--- src/hw/rtl/fdc_pkg.sv ---
// ----------------------------------------------------------------------------
// fdc_pkg: shared types and constants of the floppy controller command unit
// Payload structs, register indexes, command nibbles, status bits and the
// controller state type.
// ----------------------------------------------------------------------------
package fdc_pkg;

  // Sizing
  localparam int NUM_DRIVES_DEF = 2;
  localparam int DMA_W          = 24;
  localparam int DMA_ADDR_BITS  = 24;
  localparam logic [DMA_W-1:0] DMA_MASK =
    (DMA_ADDR_BITS >= DMA_W) ? {DMA_W{1'b1}}
                             : DMA_W'((64'd1 << DMA_ADDR_BITS) - 64'd1);

  // APB register port
  localparam int APB_DW = 32;
  localparam int APB_AW = 5;

  // Register indexes (byte address / 4)
  localparam logic [2:0] REG_A_SIDES   = 3'd0;
  localparam logic [2:0] REG_A_TRACKS  = 3'd1;
  localparam logic [2:0] REG_A_SECTORS = 3'd2;
  localparam logic [2:0] REG_A_BYTES   = 3'd3;
  localparam logic [2:0] REG_B_SIDES   = 3'd4;
  localparam logic [2:0] REG_B_TRACKS  = 3'd5;
  localparam logic [2:0] REG_B_SECTORS = 3'd6;
  localparam logic [2:0] REG_B_BYTES   = 3'd7;

  // Register reset values
  localparam logic [1:0]  RST_SIDES   = 2'd2;
  localparam logic [7:0]  RST_TRACKS  = 8'd80;
  localparam logic [5:0]  RST_SECTORS = 6'd9;
  localparam logic [10:0] RST_BYTES   = 11'd512;

  // Command upper nibbles
  localparam logic [3:0] OP_RESTORE  = 4'h0;
  localparam logic [3:0] OP_SEEK     = 4'h1;
  localparam logic [3:0] OP_STEP     = 4'h2;
  localparam logic [3:0] OP_STEP_U   = 4'h3;
  localparam logic [3:0] OP_STEP_IN  = 4'h4;
  localparam logic [3:0] OP_STEP_INU = 4'h5;
  localparam logic [3:0] OP_STEP_OUT = 4'h6;
  localparam logic [3:0] OP_STEP_OTU = 4'h7;
  localparam logic [3:0] OP_RD_MULTI = 4'h9;
  localparam logic [3:0] OP_WR_SINGL = 4'hA;
  localparam logic [3:0] OP_WR_MULTI = 4'hB;
  localparam logic [3:0] OP_FORCE    = 4'hD;

  localparam logic [7:0] CMD_FORCE_CLR = 8'hD0;
  localparam logic [7:0] CMD_FORCE_SET = 8'hD8;

  // Status bits
  localparam logic [7:0] ST_TRACK0 = 8'h04;
  localparam logic [7:0] ST_ERROR  = 8'h10;
  localparam logic [7:0] ST_SPINUP = 8'h20;
  localparam logic [7:0] ST_MOTOR  = 8'h80;

  // Transfer kinds and drive codes
  localparam logic [1:0] XFER_NONE  = 2'd0;
  localparam logic [1:0] XFER_READ  = 2'd1;
  localparam logic [1:0] XFER_WRITE = 2'd2;
  localparam logic [1:0] DRV_NONE   = 2'd2;

  // Block size and ratio divider
  localparam int          BLOCK_SHIFT   = 9;
  localparam logic [9:0]  BLOCK_BYTES   = 10'd512;
  localparam int          DIV_BITS_STEP = 2;
  localparam int          DIV_STEPS     = 5;

  typedef struct packed {
    logic [7:0]       command_byte;
    logic [7:0]       data_value;
    logic [7:0]       track_value;
    logic [7:0]       sector_value;
    logic [2:0]       select_lines;
    logic [DMA_W-1:0] dma_address;
    logic [7:0]       dma_sector_count;
    logic             medium_ok;
  } cmd_t;

  typedef struct packed {
    logic [7:0]       status_value;
    logic [7:0]       track_out;
    logic [7:0]       sector_out;
    logic [DMA_W-1:0] dma_address_out;
    logic [7:0]       dma_count_out;
    logic             dma_done;
    logic [1:0]       transfer_kind;
    logic [31:0]      byte_offset;
    logic [16:0]      byte_count;
    logic [1:0]       drive_index;
    logic             force_int_flag;
  } res_t;

  typedef struct packed {
    logic [1:0]  sides;
    logic [7:0]  tracks;
    logic [5:0]  sectors;
    logic [10:0] sbytes;
  } cfg_t;

  typedef struct packed {
    logic load;
    logic step;
    logic commit;
  } dp_ctl_t;

  typedef enum logic [1:0] {
    S_IDLE,
    S_BUSY,
    S_FIN
  } fsm_t;

endpackage

--- src/hw/rtl/fdc_if.sv ---
// ----------------------------------------------------------------------------
// fdc_if: command and result channels
// Valid/ready channels; a beat moves when valid and ready are both high.
// ----------------------------------------------------------------------------
interface fdc_cmd_if import fdc_pkg::*; ();
  logic valid;
  logic ready;
  cmd_t item;
  modport source (output valid, output item, input ready);
  modport sink   (input valid, input item, output ready);
endinterface

interface fdc_res_if import fdc_pkg::*; ();
  logic valid;
  logic ready;
  res_t item;
  modport source (output valid, output item, input ready);
  modport sink   (input valid, input item, output ready);
endinterface

--- src/hw/rtl/fdc_regs.sv ---
// ----------------------------------------------------------------------------
// fdc_regs: medium geometry registers
// APB-style register file holding sides, tracks, sectors and sector size
// for both drives.
// ----------------------------------------------------------------------------
module fdc_regs import fdc_pkg::*; (
  input  logic              clk,
  input  logic              rst,
  input  logic              psel,
  input  logic              penable,
  input  logic              pwrite,
  input  logic [APB_AW-1:0] paddr,
  input  logic [APB_DW-1:0] pwdata,
  output logic [APB_DW-1:0] prdata,
  output cfg_t [1:0]        cfg
);

  logic       wr_en;
  logic [2:0] idx;

  assign wr_en = psel & penable & pwrite;
  assign idx   = paddr[4:2];

  // Register writes
  always_ff @(posedge clk) begin
    if (rst) begin
      for (int d = 0; d < 2; d++) begin
        cfg[d].sides   <= RST_SIDES;
        cfg[d].tracks  <= RST_TRACKS;
        cfg[d].sectors <= RST_SECTORS;
        cfg[d].sbytes  <= RST_BYTES;
      end
    end else if (wr_en) begin
      unique case (idx)
        REG_A_SIDES:   cfg[0].sides   <= pwdata[1:0];
        REG_A_TRACKS:  cfg[0].tracks  <= pwdata[7:0];
        REG_A_SECTORS: cfg[0].sectors <= pwdata[5:0];
        REG_A_BYTES:   cfg[0].sbytes  <= pwdata[10:0];
        REG_B_SIDES:   cfg[1].sides   <= pwdata[1:0];
        REG_B_TRACKS:  cfg[1].tracks  <= pwdata[7:0];
        REG_B_SECTORS: cfg[1].sectors <= pwdata[5:0];
        REG_B_BYTES:   cfg[1].sbytes  <= pwdata[10:0];
        default: ;
      endcase
    end
  end

  // Read-back
  always_comb begin
    prdata = '0;
    unique case (idx)
      REG_A_SIDES:   prdata = APB_DW'(cfg[0].sides);
      REG_A_TRACKS:  prdata = APB_DW'(cfg[0].tracks);
      REG_A_SECTORS: prdata = APB_DW'(cfg[0].sectors);
      REG_A_BYTES:   prdata = APB_DW'(cfg[0].sbytes);
      REG_B_SIDES:   prdata = APB_DW'(cfg[1].sides);
      REG_B_TRACKS:  prdata = APB_DW'(cfg[1].tracks);
      REG_B_SECTORS: prdata = APB_DW'(cfg[1].sectors);
      REG_B_BYTES:   prdata = APB_DW'(cfg[1].sbytes);
      default:       prdata = '0;
    endcase
  end

endmodule

--- src/hw/rtl/fdc_ctrl.sv ---
// ----------------------------------------------------------------------------
// fdc_ctrl: command sequencer
// Takes a command beat, runs the datapath for the divider steps, then
// commits the result into the output register once it is free.
// ----------------------------------------------------------------------------
module fdc_ctrl import fdc_pkg::*; (
  input  logic    clk,
  input  logic    rst,
  input  logic    in_valid,
  output logic    in_ready,
  output logic    out_valid,
  input  logic    out_ready,
  output dp_ctl_t ctl
);

  localparam int CW = $clog2(DIV_STEPS);

  fsm_t          state, state_next;
  logic [CW-1:0] step_cnt;
  logic          fin_go;

  assign fin_go = !out_valid || out_ready;

  // Next state
  always_comb begin
    state_next = state;
    unique case (state)
      S_IDLE: if (in_valid) state_next = S_BUSY;
      S_BUSY: if (step_cnt == CW'(DIV_STEPS - 1)) state_next = S_FIN;
      S_FIN:  if (fin_go) state_next = S_IDLE;
      default: state_next = S_IDLE;
    endcase
  end

  // Outputs; no beat is taken while reset is high
  always_comb begin
    in_ready   = 1'b0;
    ctl        = '0;
    unique case (state)
      S_IDLE: begin
        in_ready = !rst;
        ctl.load = in_valid && !rst;
      end
      S_BUSY: ctl.step = 1'b1;
      S_FIN:  ctl.commit = fin_go;
      default: ;
    endcase
  end

  // State, step counter, result valid
  always_ff @(posedge clk) begin
    if (rst) begin
      state     <= S_IDLE;
      step_cnt  <= '0;
      out_valid <= 1'b0;
    end else begin
      state <= state_next;
      if (state == S_BUSY) begin
        step_cnt <= step_cnt + CW'(1);
      end else begin
        step_cnt <= '0;
      end
      if (ctl.commit) begin
        out_valid <= 1'b1;
      end else if (out_ready) begin
        out_valid <= 1'b0;
      end
    end
  end

endmodule

--- src/hw/rtl/fdc_dp.sv ---
// ----------------------------------------------------------------------------
// fdc_dp: command datapath
// Latches a command, computes the medium offset over a short multiplier
// chain, divides 512 by the sector size two bits a step, and on commit
// updates head, direction and force flag and writes the result register.
// ----------------------------------------------------------------------------
module fdc_dp import fdc_pkg::*; #(
  parameter int NUM_DRIVES = NUM_DRIVES_DEF
) (
  input  logic       clk,
  input  logic       rst,
  input  dp_ctl_t    ctl,
  input  cmd_t       cmd_in,
  input  cfg_t [1:0] cfg,
  output res_t       res
);

  localparam int DW = (NUM_DRIVES > 1) ? $clog2(NUM_DRIVES) : 1;

  // State
  logic [15:0] head [NUM_DRIVES];
  logic        step_dir;
  logic        force_flag;

  // Latched command and working registers
  cmd_t        cmd_q;
  logic [7:0]  ss_q;
  logic [31:0] p1_q;
  logic [31:0] lin_q;
  logic [31:0] off_q;
  logic [10:0] rem_q;
  logic [9:0]  dvd_q;
  logic [9:0]  quo_q;

  // Decode
  logic [2:0]  sel;
  logic        side, drv_a, drv_b, drv_ok;
  logic [DW-1:0] hidx;
  cfg_t        c;
  logic [15:0] h_cur;
  logic [3:0]  nib;
  logic        is_t1, is_force, is_xfer, is_multi, ok;

  assign sel    = ~cmd_q.select_lines;
  assign side   = sel[0];
  assign drv_a  = (sel[2:1] == 2'b01);
  assign drv_b  = (sel[2:1] == 2'b10) && (NUM_DRIVES > 1);
  assign drv_ok = drv_a | drv_b;
  assign hidx   = DW'(drv_b);
  assign c      = cfg[drv_b];
  assign h_cur  = drv_ok ? head[hidx] : 16'd0;
  assign nib    = cmd_q.command_byte[7:4];
  assign ok     = cmd_q.medium_ok;
  assign is_t1    = !cmd_q.command_byte[7];
  assign is_force = (nib == OP_FORCE);
  assign is_xfer  = cmd_q.command_byte[7] && drv_ok && (nib <= OP_WR_MULTI);
  assign is_multi = (nib == OP_RD_MULTI) || (nib == OP_WR_MULTI);

  // Offset chain products
  logic signed [24:0] p1_prod;
  assign p1_prod = $signed({1'b0, ss_q}) * $signed(h_cur);

  // Ratio divider: two quotient bits per step
  logic [11:0] dv_t;
  logic [10:0] dv_r;
  logic [9:0]  dv_d, dv_q;
  always_comb begin
    dv_r = rem_q;
    dv_d = dvd_q;
    dv_q = quo_q;
    dv_t = '0;
    for (int k = 0; k < DIV_BITS_STEP; k++) begin
      dv_t = {dv_r, dv_d[9]};
      dv_d = {dv_d[8:0], 1'b0};
      if (dv_t >= {1'b0, c.sbytes}) begin
        dv_t = dv_t - {1'b0, c.sbytes};
        dv_q = {dv_q[8:0], 1'b1};
      end else begin
        dv_q = {dv_q[8:0], 1'b0};
      end
      dv_r = dv_t[10:0];
    end
  end

  // Load and step registers
  always_ff @(posedge clk) begin
    if (ctl.load) begin
      cmd_q <= cmd_in;
      rem_q <= '0;
      dvd_q <= BLOCK_BYTES;
      quo_q <= '0;
    end else if (ctl.step) begin
      ss_q  <= 8'(c.sectors * c.sides);
      p1_q  <= {{7{p1_prod[24]}}, p1_prod};
      lin_q <= p1_q + (side ? 32'(c.sectors) : 32'd0)
               + 32'(cmd_q.sector_value) - 32'd1;
      off_q <= lin_q * {21'b0, c.sbytes};
      rem_q <= dv_r;
      dvd_q <= dv_d;
      quo_q <= dv_q;
    end
  end

  // Type-I head and track update
  logic [15:0] h_step, seek_sum, h_new, trk16;
  logic [7:0]  trk_new;
  logic        dir_new;
  assign trk16    = {8'b0, c.tracks};
  assign h_step   = step_dir ? (h_cur - 16'd1) : (h_cur + 16'd1);
  assign seek_sum = h_cur + {8'b0, cmd_q.data_value} - {8'b0, cmd_q.track_value};

  always_comb begin
    h_new   = h_cur;
    trk_new = cmd_q.track_value;
    dir_new = step_dir;
    unique case (nib)
      OP_RESTORE: begin
        h_new   = '0;
        trk_new = '0;
      end
      OP_SEEK: begin
        trk_new = cmd_q.data_value;
        if ($signed(seek_sum) < 0 || $signed(seek_sum) >= $signed(trk16)) begin
          h_new = '0;
        end else begin
          h_new = seek_sum;
        end
      end
      OP_STEP: h_new = h_step;
      OP_STEP_U: begin
        h_new   = h_step;
        trk_new = step_dir ? (cmd_q.track_value - 8'd1) : (cmd_q.track_value + 8'd1);
      end
      OP_STEP_IN, OP_STEP_INU: begin
        if (nib == OP_STEP_INU) trk_new = cmd_q.track_value + 8'd1;
        if ($signed(h_cur) < $signed(trk16)) h_new = h_cur + 16'd1;
        dir_new = 1'b0;
      end
      OP_STEP_OUT, OP_STEP_OTU: begin
        if (nib == OP_STEP_OTU) trk_new = cmd_q.track_value - 8'd1;
        if ($signed(h_cur) > 0) h_new = h_cur - 16'd1;
        dir_new = 1'b1;
      end
      default: ;
    endcase
  end

  // Result assembly
  logic [9:0]  ratio;
  logic [15:0] adv;
  logic        t1_err, sec_err, force_new;
  res_t        r;
  assign ratio = (c.sbytes == 11'd0) ? 10'd0 : quo_q;
  assign adv   = cmd_q.dma_sector_count * {8'b0, ratio[7:0]};
  assign t1_err  = (h_new != {8'b0, trk_new}) && cmd_q.command_byte[2];
  assign sec_err = !is_xfer || !ok || (h_cur != {8'b0, cmd_q.track_value});

  always_comb begin
    force_new = force_flag;
    if (is_force) begin
      if (cmd_q.command_byte == CMD_FORCE_SET) begin
        force_new = 1'b1;
      end else if (cmd_q.command_byte == CMD_FORCE_CLR) begin
        force_new = 1'b0;
      end
    end

    r                 = '0;
    r.status_value    = ST_MOTOR;
    r.track_out       = cmd_q.track_value;
    r.sector_out      = cmd_q.sector_value;
    r.dma_address_out = cmd_q.dma_address;
    r.dma_count_out   = cmd_q.dma_sector_count;
    r.drive_index     = drv_ok ? {1'b0, drv_b} : DRV_NONE;
    r.force_int_flag  = force_new;

    priority if (is_t1) begin
      if (drv_ok) begin
        r.track_out    = trk_new;
        r.status_value = r.status_value | ST_SPINUP
                         | ((h_new == 16'd0) ? ST_TRACK0 : 8'h00)
                         | (t1_err ? ST_ERROR : 8'h00);
      end else begin
        r.status_value = r.status_value | ST_ERROR;
      end
    end else if (is_force) begin
      r.status_value = ST_MOTOR;
    end else if (!drv_ok) begin
      r.status_value = r.status_value | ST_ERROR;
    end else begin
      if (sec_err) r.status_value = r.status_value | ST_ERROR;
      if (is_xfer) begin
        r.dma_done      = 1'b1;
        r.transfer_kind = (nib < OP_WR_SINGL) ? XFER_READ : XFER_WRITE;
        r.byte_offset   = off_q;
        r.byte_count    = {cmd_q.dma_sector_count, {BLOCK_SHIFT{1'b0}}};
        if (ok) begin
          if (is_multi) r.sector_out = cmd_q.sector_value + adv[7:0];
          r.dma_address_out = (cmd_q.dma_address + DMA_W'(r.byte_count)) & DMA_MASK;
          r.dma_count_out   = '0;
        end
      end
    end
  end

  // Commit: state update and result register
  always_ff @(posedge clk) begin
    if (rst) begin
      for (int d = 0; d < NUM_DRIVES; d++) head[d] <= '0;
      step_dir   <= 1'b0;
      force_flag <= 1'b0;
    end else if (ctl.commit) begin
      if (is_t1 && drv_ok) begin
        head[hidx] <= h_new;
        step_dir   <= dir_new;
      end
      force_flag <= force_new;
    end
  end

  always_ff @(posedge clk) begin
    if (ctl.commit) res <= r;
  end

endmodule

--- src/hw/rtl/floppy_controller_command_exec.sv ---
// ----------------------------------------------------------------------------
// floppy_controller_command_exec: floppy controller command executor
// One controller command per beat: head stepping, force interrupt and
// sector transfer description with DMA register update.
//
//   channel   dir  handshake             payload
//   command   in   valid/ready           cmd_t (command and register values)
//   result    out  valid/ready           res_t (status, registers, transfer)
//   apb       in   psel/penable/pwrite   geometry registers, 4-byte stride
//
// From its beat a command runs 5 steps of the radix-4 divider forming
// 512 / sector size, then a commit that writes its result register.
// The next command is taken in the cycle after the commit, also while the
// previous result still waits in the output register; one in flight blocks it.
// A result not yet taken holds the commit; reset clears head positions,
// step direction and force-interrupt flag; no clearing pass.
// ----------------------------------------------------------------------------
module floppy_controller_command_exec import fdc_pkg::*; #(
  parameter int NUM_DRIVES = NUM_DRIVES_DEF
) (
  input  logic              clk,
  input  logic              rst,
  fdc_cmd_if.sink           command,
  fdc_res_if.source         result,
  input  logic              psel,
  input  logic              penable,
  input  logic              pwrite,
  input  logic [APB_AW-1:0] paddr,
  input  logic [APB_DW-1:0] pwdata,
  output logic [APB_DW-1:0] prdata,
  output logic              pready
);

  cfg_t [1:0] cfg;
  dp_ctl_t    ctl;
  res_t       res;

  assign pready = 1'b1;

  // Geometry registers
  fdc_regs u_regs (
    .clk     (clk),
    .rst     (rst),
    .psel    (psel),
    .penable (penable),
    .pwrite  (pwrite),
    .paddr   (paddr),
    .pwdata  (pwdata),
    .prdata  (prdata),
    .cfg     (cfg)
  );

  // Sequencer
  fdc_ctrl u_ctrl (
    .clk       (clk),
    .rst       (rst),
    .in_valid  (command.valid),
    .in_ready  (command.ready),
    .out_valid (result.valid),
    .out_ready (result.ready),
    .ctl       (ctl)
  );

  // Datapath
  fdc_dp #(
    .NUM_DRIVES (NUM_DRIVES)
  ) u_dp (
    .clk    (clk),
    .rst    (rst),
    .ctl    (ctl),
    .cmd_in (command.item),
    .cfg    (cfg),
    .res    (res)
  );

  assign result.item = res;

`ifndef SYNTHESIS
  // A taken command keeps the block busy for at least the next cycle
  a_busy_after_beat: assert property (@(posedge clk) disable iff (rst)
    command.valid && command.ready |=> !command.ready)
    else $error("command taken while previous one in flight");

  // DMA done flag marks exactly the transfer results
  a_done_kind: assert property (@(posedge clk) disable iff (rst)
    result.valid |-> (result.item.dma_done == (result.item.transfer_kind != XFER_NONE)))
    else $error("dma_done disagrees with transfer kind");

  // No transfer means no offset and no count
  a_no_xfer_zero: assert property (@(posedge clk) disable iff (rst)
    result.valid && result.item.transfer_kind == XFER_NONE |->
      result.item.byte_count == 17'd0 && result.item.byte_offset == 32'd0)
    else $error("offset or count without transfer");

  // No drive selected: nothing transferred
  a_no_drive: assert property (@(posedge clk) disable iff (rst)
    result.valid && result.item.drive_index == DRV_NONE |->
      result.item.transfer_kind == XFER_NONE && !result.item.dma_done)
    else $error("transfer without a selected drive");
`endif

endmodule

--- src/flat_wrapper.sv ---
// flat-port wrapper written by rule: the top's interface ports become plain ports
module floppy_controller_command_exec_flat import fdc_pkg::*;
#(
  parameter int NUM_DRIVES = NUM_DRIVES_DEF
)
  (clk, rst, psel, penable, pwrite, paddr, pwdata, prdata, pready, command_valid, command_item, command_ready, result_valid, result_item, result_ready);
  fdc_cmd_if command_i ();
  fdc_res_if result_i ();
  input  logic clk;
  input  logic rst;
  input  logic psel;
  input  logic penable;
  input  logic pwrite;
  input  logic [APB_AW-1:0] paddr;
  input  logic [APB_DW-1:0] pwdata;
  output logic [APB_DW-1:0] prdata;
  output logic pready;
  input wire logic [$bits(command_i.valid)-1:0] command_valid;
  input wire logic [$bits(command_i.item)-1:0] command_item;
  output wire logic [$bits(command_i.ready)-1:0] command_ready;
  output wire logic [$bits(result_i.valid)-1:0] result_valid;
  output wire logic [$bits(result_i.item)-1:0] result_item;
  input wire logic [$bits(result_i.ready)-1:0] result_ready;
  assign command_i.valid = command_valid;
  assign command_i.item = command_item;
  assign command_ready = command_i.ready;
  assign result_valid = result_i.valid;
  assign result_item = result_i.item;
  assign result_i.ready = result_ready;
  floppy_controller_command_exec #(.NUM_DRIVES(NUM_DRIVES)) u_core (.clk(clk), .rst(rst), .command(command_i), .result(result_i), .psel(psel), .penable(penable), .pwrite(pwrite), .paddr(paddr), .pwdata(pwdata), .prdata(prdata), .pready(pready));
endmodule
--- config.mk ---
export PLATFORM = sky130hd
export DESIGN_NAME = floppy_controller_command_exec_flat
export DESIGN_NICKNAME = d
export VERILOG_FILES = /design/src/hw/rtl/fdc_pkg.sv /design/src/hw/rtl/fdc_if.sv /design/src/hw/rtl/fdc_regs.sv /design/src/hw/rtl/fdc_ctrl.sv /design/src/hw/rtl/fdc_dp.sv /design/src/hw/rtl/floppy_controller_command_exec.sv /design/src/flat_wrapper.sv
export SDC_FILE = /design/constraint.sdc
export NUM_CORES = 2
export LEC_CHECK = 0
export ABC_CLOCK_PERIOD_IN_PS = 21100
export BUFFER_PORTS_ARGS = -buffer_cell sky130_fd_sc_hd__buf_2
export CAP_MARGIN = 40
export CORE_MARGIN = 8
export CORE_UTILIZATION = 60
export CTS_CLUSTER_DIAMETER = 120
export DETAILED_ROUTE_END_ITERATION = 12
export PLACE_DENSITY_LB_ADDON = 0.12
export SETUP_SLACK_MARGIN = 0.02
export SLEW_MARGIN = 20
export SYNTH_ARGS = -nofsm -noshare
export SYNTH_HDL_FRONTEND = slang
export SYNTH_SLANG_ARGS = --single-unit
--- constraint.sdc ---
create_clock -name clk -period 21.1 [get_ports clk]
set_input_delay 0 -clock clk [delete_from_list [all_inputs] [get_ports clk]]
set_output_delay 0 -clock clk [all_outputs]
set_load 0.1 [all_outputs]
# --- After elaboration in Yosys (flattened, before gate mapping) ---
# Memory sizes are Yosys's and may differ from the RTL's.
# Cells that the tools add are included.
word_totals:
  register_bits: 358
  ramBits: 32
  output_inout_bits: 146
  mem_count: 1
classes:
  n_addsub: 14
  n_mul: 4
  n_lt_le_gt_ge: 9
  eq_ne: 29
  mux: 59
  n_bitwise: 10
  n_reduce_logical: 40
memory_table:
  columns: ["name", "words", "width", "read_ports", "rd_ports_with_merged_regs", "write_ports", "line", "rtl"]
  rows:
  - ["u_core.u_dp.head", 2, 16, 1, 0, 2, "fdc_dp.sv:21", "logic [15:0] head [NUM_DRIVES];"]
op_table:
  columns: ["cell", "count"]
  rows:
  - ["$mux 92", 4]
  - ["$pmux 32 s8", 1]
  - ["$mux 16", 6]
  - ["$pmux 16 s5", 1]
  - ["$mux 8", 9]
  - ["$mux 27", 2]
  - ["$mux 40", 1]
  - ["$pmux 8 s5", 1]
  - ["$mul 32x11->32", 1]
  - ["$ne 16x8->1", 2]
  - ["$sub 27x2->28 const B", 1]
  - ["$add 26x9->27", 1]
  - ["$add 25x7->26", 1]
  - ["$mul 9x16->25", 1]
  - ["$add 24x17->24", 1]
  - ["$ge 12x11->1", 2]
  - ["$mux 11", 2]
  - ["$sub 11x11->11", 2]
  - ["$mux 5", 4]
  - ["$mux 1", 19]
  - ["$reduce_and 2->1", 9]
  - ["$add 16x1->16 const B", 1]
  - ["$add 16x8->16", 1]
  - ["$eq 4x3->1 const B", 4]
  - ["other kinds (49)", 88]

# --- Depth between registers and ports, before layout ---
logic_depth:
  ltp_word: 16
  depth_mapped: 32
  depth_no_buf: 27

# --- Hierarchy ---
# A second synthesis with hierarchy kept.
unflattened:
  hier_cells: 3710
  area_unflattened_um2: 35993.3
modules_own_cells:
  columns: ["mod", "n_inst", "cells_each", "area_per_inst_um2"]
  rows:
  - ["fdc_dp", 1, 3394, 32897.8]
  - ["fdc_regs", 1, 285, 2816.5]
  - ["fdc_ctrl", 1, 29, 267.8]
  - ["floppy_controller_command_exec", 1, 2, 11.3]

# --- Least setup slack after synthesis ---
# No wires, ideal clock.
synth_path:
  path_kind: "register -> register"
  startpoint: "register u_core.u_dp.cmd_q[35] in the netlist's numbering"
  endpoint: "register u_core.u_dp.off_q[30] (data pin)"
  setup_ns: 0.264
  arrival_ns: 7.433
  required_time_ns: 20.836
  path_slack_ns: 13.403
  stages_incl_launch_ff: 30
  n_path_buf: 5
  period_less_slack_ns: 7.697
  path_cell_list: "edfxtp_1 -> inv_1 -> ha_1 -> buf_2 -> buf_2 -> buf_1 -> clkbuf_1 -> mux2i_1 -> clkbuf_1 -> nand2b_1 -> fa_1 -> fa_1 -> inv_1 -> fa_1 -> inv_1 -> fa_1 -> inv_1 -> fa_1 -> ha_1 -> o21ai_0 -> nand2b_1 -> and2_1 -> or2_2 -> o311a_1 -> o21ai_0 -> o21ai_0 -> o41a_1 -> nand4_1 -> a31oi_1 -> xor2_1"
synth_between:
  elab_chain_len: 5
synth_lines:
  columns: ["element", "line", "rtl"]
  rows:
  - ["start: declaration", "fdc_dp.sv:26", "cmd_t cmd_q;"]
  - ["start signal: assignment", "fdc_dp.sv:88", "cmd_q <= cmd_in;"]
  - ["$not 3->3", "fdc_dp.sv:44", "assign sel = ~cmd_q.select_lines;"]
  - ["$eq 2x2->1", "fdc_dp.sv:47", "assign drv_b = (sel[2:1] == 2'b10) && (NUM_DRIVES > 1);"]
  - ["named net u_core.u_dp.drv_b", "fdc_dp.sv:37", "logic side, drv_a, drv_b, drv_ok;"]
  - ["$mux 27 (implied by the code) (2 in a row)", "fdc_dp.sv:50", "assign c = cfg[drv_b];"]
  - ["$mul 32x11->32", "fdc_dp.sv:97", "off_q <= lin_q * {21'b0, c.sbytes};"]
  - ["end signal: assignment", "fdc_dp.sv:97", null]
  - ["end: declaration", "fdc_dp.sv:30", "logic [31:0] off_q;"]
# The timed path passes the listed nets, and every way through them passes these cells. The select of a mux whose other input is x is not followed.
# A chain may end at the register's enable or synchronous reset.

# --- Final worst setup path ---
layout_path:
  startpoint: "register u_core.u_dp.cmd_q[35] in the netlist's numbering"
  endpoint: "register u_core.u_dp.off_q[31] (data pin)"
# Same word-level chain as after synthesis.

==> tab_implementation.tex <==
\begin{tabular}{lr}
\hline
Metric & Value \\
\hline
\multicolumn{2}{l}{\textbf{Synth}} \\
\quad Post-synthesis instance area & approximately 36,000 um2 \\
\quad Primary FF master, synth & edfxtp\_1 \\
\quad Share of the yosys chip area belonging to registers & 0.291 \\
\quad Cell type with the highest aggregate area in the netlist & edfxtp\_1 \\
\quad Number of register bits inferred by synthesis & 372 \\
\quad Synth cell types & 86 \\
\quad Fraction of post-synthesis cell area in the top cell type by area & 0.244 \\
\quad Number of enable flip-flop cells after synthesis & 290 \\
\quad Mean post-synth cell area & between 9 and 10 um2 \\
\quad Synthesized instance count & about 3,700 \\
\quad Synth top area cells & edfxtp\_1, fa\_1, ha\_1, inv\_1, dfxtp\_1 \\
\quad Share of synthesized flip-flops with an asynchronous set or reset & 0 \\
\quad Yosys warnings & 0 \\
\multicolumn{2}{l}{\textbf{Clock tree}} \\
\quad TritonCTS sink count & around 370 \\
\quad Depth of the CTS H-tree & 2 \\
\quad Cell at the root of the clock tree & clkbuf\_16 \\
\quad CTS Hold Buffers Added & 84 \\
\quad TritonCTS clock tree & yes \\
\quad Setup fix buffers added after clock tree synthesis & 0 \\
\quad Clock tree buffer depth & 3 \\
\quad Total CTS buffers & 46 \\
\quad Clock transition at the register clock pins on the worst setup and hold paths after CTS & approximately 0.060 ns \\
\quad \# resized after CTS & 0 \\
\quad Worst-Skew Late Latency & approximately 0.62 ns \\
\multicolumn{2}{l}{\textbf{Drt}} \\
\quad Total length of routed wires & slightly below 90,000 um \\
\quad Average vias per placed instance & 5.67 \\
\quad \# DRC & 0 \\
\quad Starting DRT DRC Count & between 2,000 and 2,500 \\
\quad Detailed-router iteration count before antenna repair & 6 \\
\quad Final ANT Viol Nets & 0 \\
\quad Number of vias after detailed routing & roughly 27,000 \\
\quad Detail-routed net length per standard cell & 18.4 um \\
\multicolumn{2}{l}{\textbf{Power and ir drop}} \\
\quad Fraction of power spent switching nets & 0.386 \\
\quad Power density of the placed cells & roughly 80 nW/um2 \\
\quad Switch Pwr & roughly 1.2 mW \\
\quad Combinational power share & 0.431 \\
\quad Sequential cell fraction of total power & 0.322 \\
\quad Worst vdd ir & around 0.00011 V \\
\quad Design internal power & 1.94 mW \\
\quad Leak & between 15 and 20 nW \\
\quad Power share of the clock group & 0.247 \\
\multicolumn{2}{l}{\textbf{Timing}} \\
\quad RSZ-0062 raised after global routing & no \\
\quad Actual slew at the worst max-slew pin & $\sim$0.93 ns \\
\quad Minimum period implied by the final worst setup slack & between 8 and 9 ns \\
\quad Worst relative slew slack & 0.377 \\
\quad Final setup slack of the worst path & 12.60 ns \\
\quad Portion of the clock cycle consumed by the worst path in the final layout & 0.403 \\
\quad Max-slew violation count & 0 \\
\quad Clock Skew & approximately 0.046 ns \\
\quad Max Clk Rate & 118 MHz \\
\quad Final count of hold timing violations & 0 \\
\quad Number of setup violations in the final report & 0 \\
\quad Setup TNS & 0 ns \\
\multicolumn{2}{l}{\textbf{Floorplan}} \\
\quad Starting utilization of the core area & 0.605 \\
\quad Top-level port count & between 200 and 300 \\
\quad Horizontal die dimension & roughly 260 um \\
\quad Placeable core region & between 50,000 and 60,000 um2 \\
\quad Number of rows in the core area & 89 \\
\quad Die Area & approximately 67,000 um2 \\
\quad Die Height & roughly 260 um \\
\multicolumn{2}{l}{\textbf{Critical path}} \\
\quad Kind of critical path & flop to flop \\
\quad Nature of the critical path startpoint & flop \\
\quad WP data required & between 20 and 25 ns \\
\quad Reg2Reg Depth & 25 \\
\quad Most common cell on crit path & fa\_1 \\
\quad Maximum fanout along the worst path & 55 \\
\quad Crit-path max cell delay & 0.79 ns \\
\quad Slowest cell on crit path & mux2\_2 \\
\quad Setup slack on the worst flop-to-flop path & about 13 ns \\
\quad Data arrival time of the critical path & 8.80 ns \\
\quad CP Capture Type & flop \\
\multicolumn{2}{l}{\textbf{Global route}} \\
\quad Total global routing overflow & 0 \\
\quad Largest net degree at the start of global routing & 68 \\
\quad Global-route wire length before repair & around 140,000 um \\
\quad Number of global-route vias before repair & about 27,000 \\
\quad GRT Overall Usage & 0.258 \\
\quad Number of antenna violations at the first check in global routing & 1 \\
\multicolumn{2}{l}{\textbf{Hold path}} \\
\quad Class of the tightest hold or removal check & input pin to flop \\
\quad Number of cells on the worst hold path & 3 \\
\multicolumn{2}{l}{\textbf{Layout}} \\
\quad Layout overhead on the synthesized area & 11.0\% \\
\quad Most frequent cells in the layout & inv\_1, nand2\_1, fa\_1 \\
\quad Share of post-route cells with drive strength above 1 & 0.0962 \\
\quad Final Net Count & roughly 4,600 \\
\quad Combined area of the multi-input logic cells & 22,700 um2 \\
\quad Sequential cell area & $\sim$10,000 um2 \\
\quad Commonest non-fill, non-tap cell in the layout & inv\_1 \\
\quad \# fillers & roughly 4,700 \\
\multicolumn{2}{l}{\textbf{Placed design}} \\
\quad Estimated wirelength of the detail-placed design & around 64,000 um \\
\quad Worst setup timing slack at the placement stage & 12.65 ns \\
\quad Count of port buffers added during placement & roughly 200 \\
\quad Gp weighted congestion & between 0.9 and 1 \\
\multicolumn{2}{l}{\textbf{Outcome}} \\
\quad Status & finished clean \\
\multicolumn{2}{l}{\textbf{Job}} \\
\quad Max-Cap Viols & 0 \\
\hline
\end{tabular}
[Yosys cell counts, types with 11 or more instances]
| master | n |
|---|---|
| o22ai_1 | 16 |
| a31oi_1 | 11 |
| xnor2_1 | 124 |
| buf_1 | 18 |
| ha_1 | 256 |
| inv_1 | 470 |
| nand2_1 | 400 |
| a211o_1 | 21 |
| clkbuf_1 | 143 |
| o211ai_1 | 11 |
| o21a_1 | 21 |
| nor2_1 | 228 |
| mux2_2 | 23 |
| and2_1 | 169 |
| mux2i_1 | 98 |
| or2_2 | 21 |
| buf_4 | 36 |
| nor2b_1 | 107 |
| nor4_1 | 18 |
| a21o_1 | 33 |
| nand2b_1 | 32 |
| o21bai_1 | 19 |
| a211oi_1 | 31 |
| dfxtp_1 | 82 |
| o21ai_0 | 108 |
| or3_1 | 17 |
| and3_1 | 32 |
| edfxtp_1 | 290 |
| nor3_1 | 49 |
| nand3_1 | 78 |
| a21oi_1 | 133 |
| fa_1 | 358 |
| nand4_1 | 21 |
| xor2_1 | 40 |
[metrics by stage]
stage                     instance area, um2  std cells  hold WS, ns   util  power (mW)
after global routing                   39500       4712       0.0560  0.671        3.40
after floorplan                        35800       3731       0.0989      -        2.08
after detailed placement               37200       4537        0.178  0.631        2.37
final                                  39500       4712       0.0441  0.671        3.16
after CTS                              39500       4707       0.0142  0.670        3.17
after global placement                 37100       4532        0.176  0.630        2.34
[critical path: cells and delay by family, from the launching register on]
family          cells  cell delay [ns]
fa+ha+maj           7             3.25
compound gates      8             2.15
xor+xnor            1             0.21
mux                 1             0.79
simple gates        3             0.46
buf+inv             5             0.89
flops               1             0.36
[kinds of logic (layout without fill, tap and decap cells)]
logic type | after synthesis | count (layout) | synth area share
XOR/XNOR | 164 | 164 | 0.0403
adder cells (fa/ha/maj) | 614 | 614 | 0.291
buffers and inverters | 681 | 888 | 0.0761
other | 2 | 37 | 0.000211
multiplexers | 123 | 123 | 0.0361
AND/OR/NAND/NOR | 1222 | 1222 | 0.169
AO/OA/AOI/OAI | 519 | 519 | 0.0963
flip-flops | 372 | 372 | 0.291
[state kept, by name (all words and copies together), names as in the netlist]
signal	flops
u_core.u_ctrl.out_valid	1
u_core.u_ctrl.state	2
u_core.u_ctrl.step_cnt	3
u_core.u_dp.cmd_q	67
u_core.u_dp.dvd_q	1
u_core.u_dp.force_flag	1
u_core.u_dp.head	32
u_core.u_dp.lin_q	28
u_core.u_dp.off_q	32
u_core.u_dp.ok	1
u_core.u_dp.p1_q	25
u_core.u_dp.quo_q	8
u_core.u_dp.rem_q	11
u_core.u_dp.res	97
u_core.u_dp.ss_q	8
u_core.u_dp.step_dir	1
u_core.u_regs.cfg	54
[worst paths after layout]
path | from | endpoint
setup reg to reg | u_core.u_dp.cmd_q[35]$_DFFE_PP_ | u_core.u_dp.off_q[31]$_DFFE_PP_
hold / removal | rst | u_core.u_regs.cfg[46]$_SDFFE_PP0P_
setup / recovery | u_core.u_dp.cmd_q[35]$_DFFE_PP_ | u_core.u_dp.off_q[31]$_DFFE_PP_
hold reg to reg | u_core.u_dp.cmd_q[14]$_DFFE_PP_ | u_core.u_dp.res[68]$_DFFE_PP_
[power by group through the flow]
stage	Clock (mW)	Combinational [mW]	Sequential (mW)
detailed placement	0	1.34	1.03
global route	0.823	1.55	1.03
floorplan	0	1.13	0.949
finish	0.780	1.36	1.02
CTS	0.791	1.36	1.02
global placement	0	1.31	1.03
[final cells by class]
| cell class | instances | share of cell area |
|---|---|---|
| timing repair buffer | 328 | 0.0560 |
| inverter | 474 | 0.0451 |
| sequential | 372 | 0.262 |
| clock buffer | 53 | 0.0298 |
| antenna | 1 | 0.0000633 |
| tap | 773 | 0.0245 |
| clock inverter | 33 | 0.00801 |
| multi-input combinational | 2678 | 0.575 |
[routing by layer]
metal  vias up  GRT usage  routed length [um]
met5         -          0                   0
met4         0     0.0786                2500
met3       172     0.0360                5760
met2       915      0.430               41700
met1     13000      0.350               36900
li1      12700          -                   -
(Power assumes the default switching activity.)
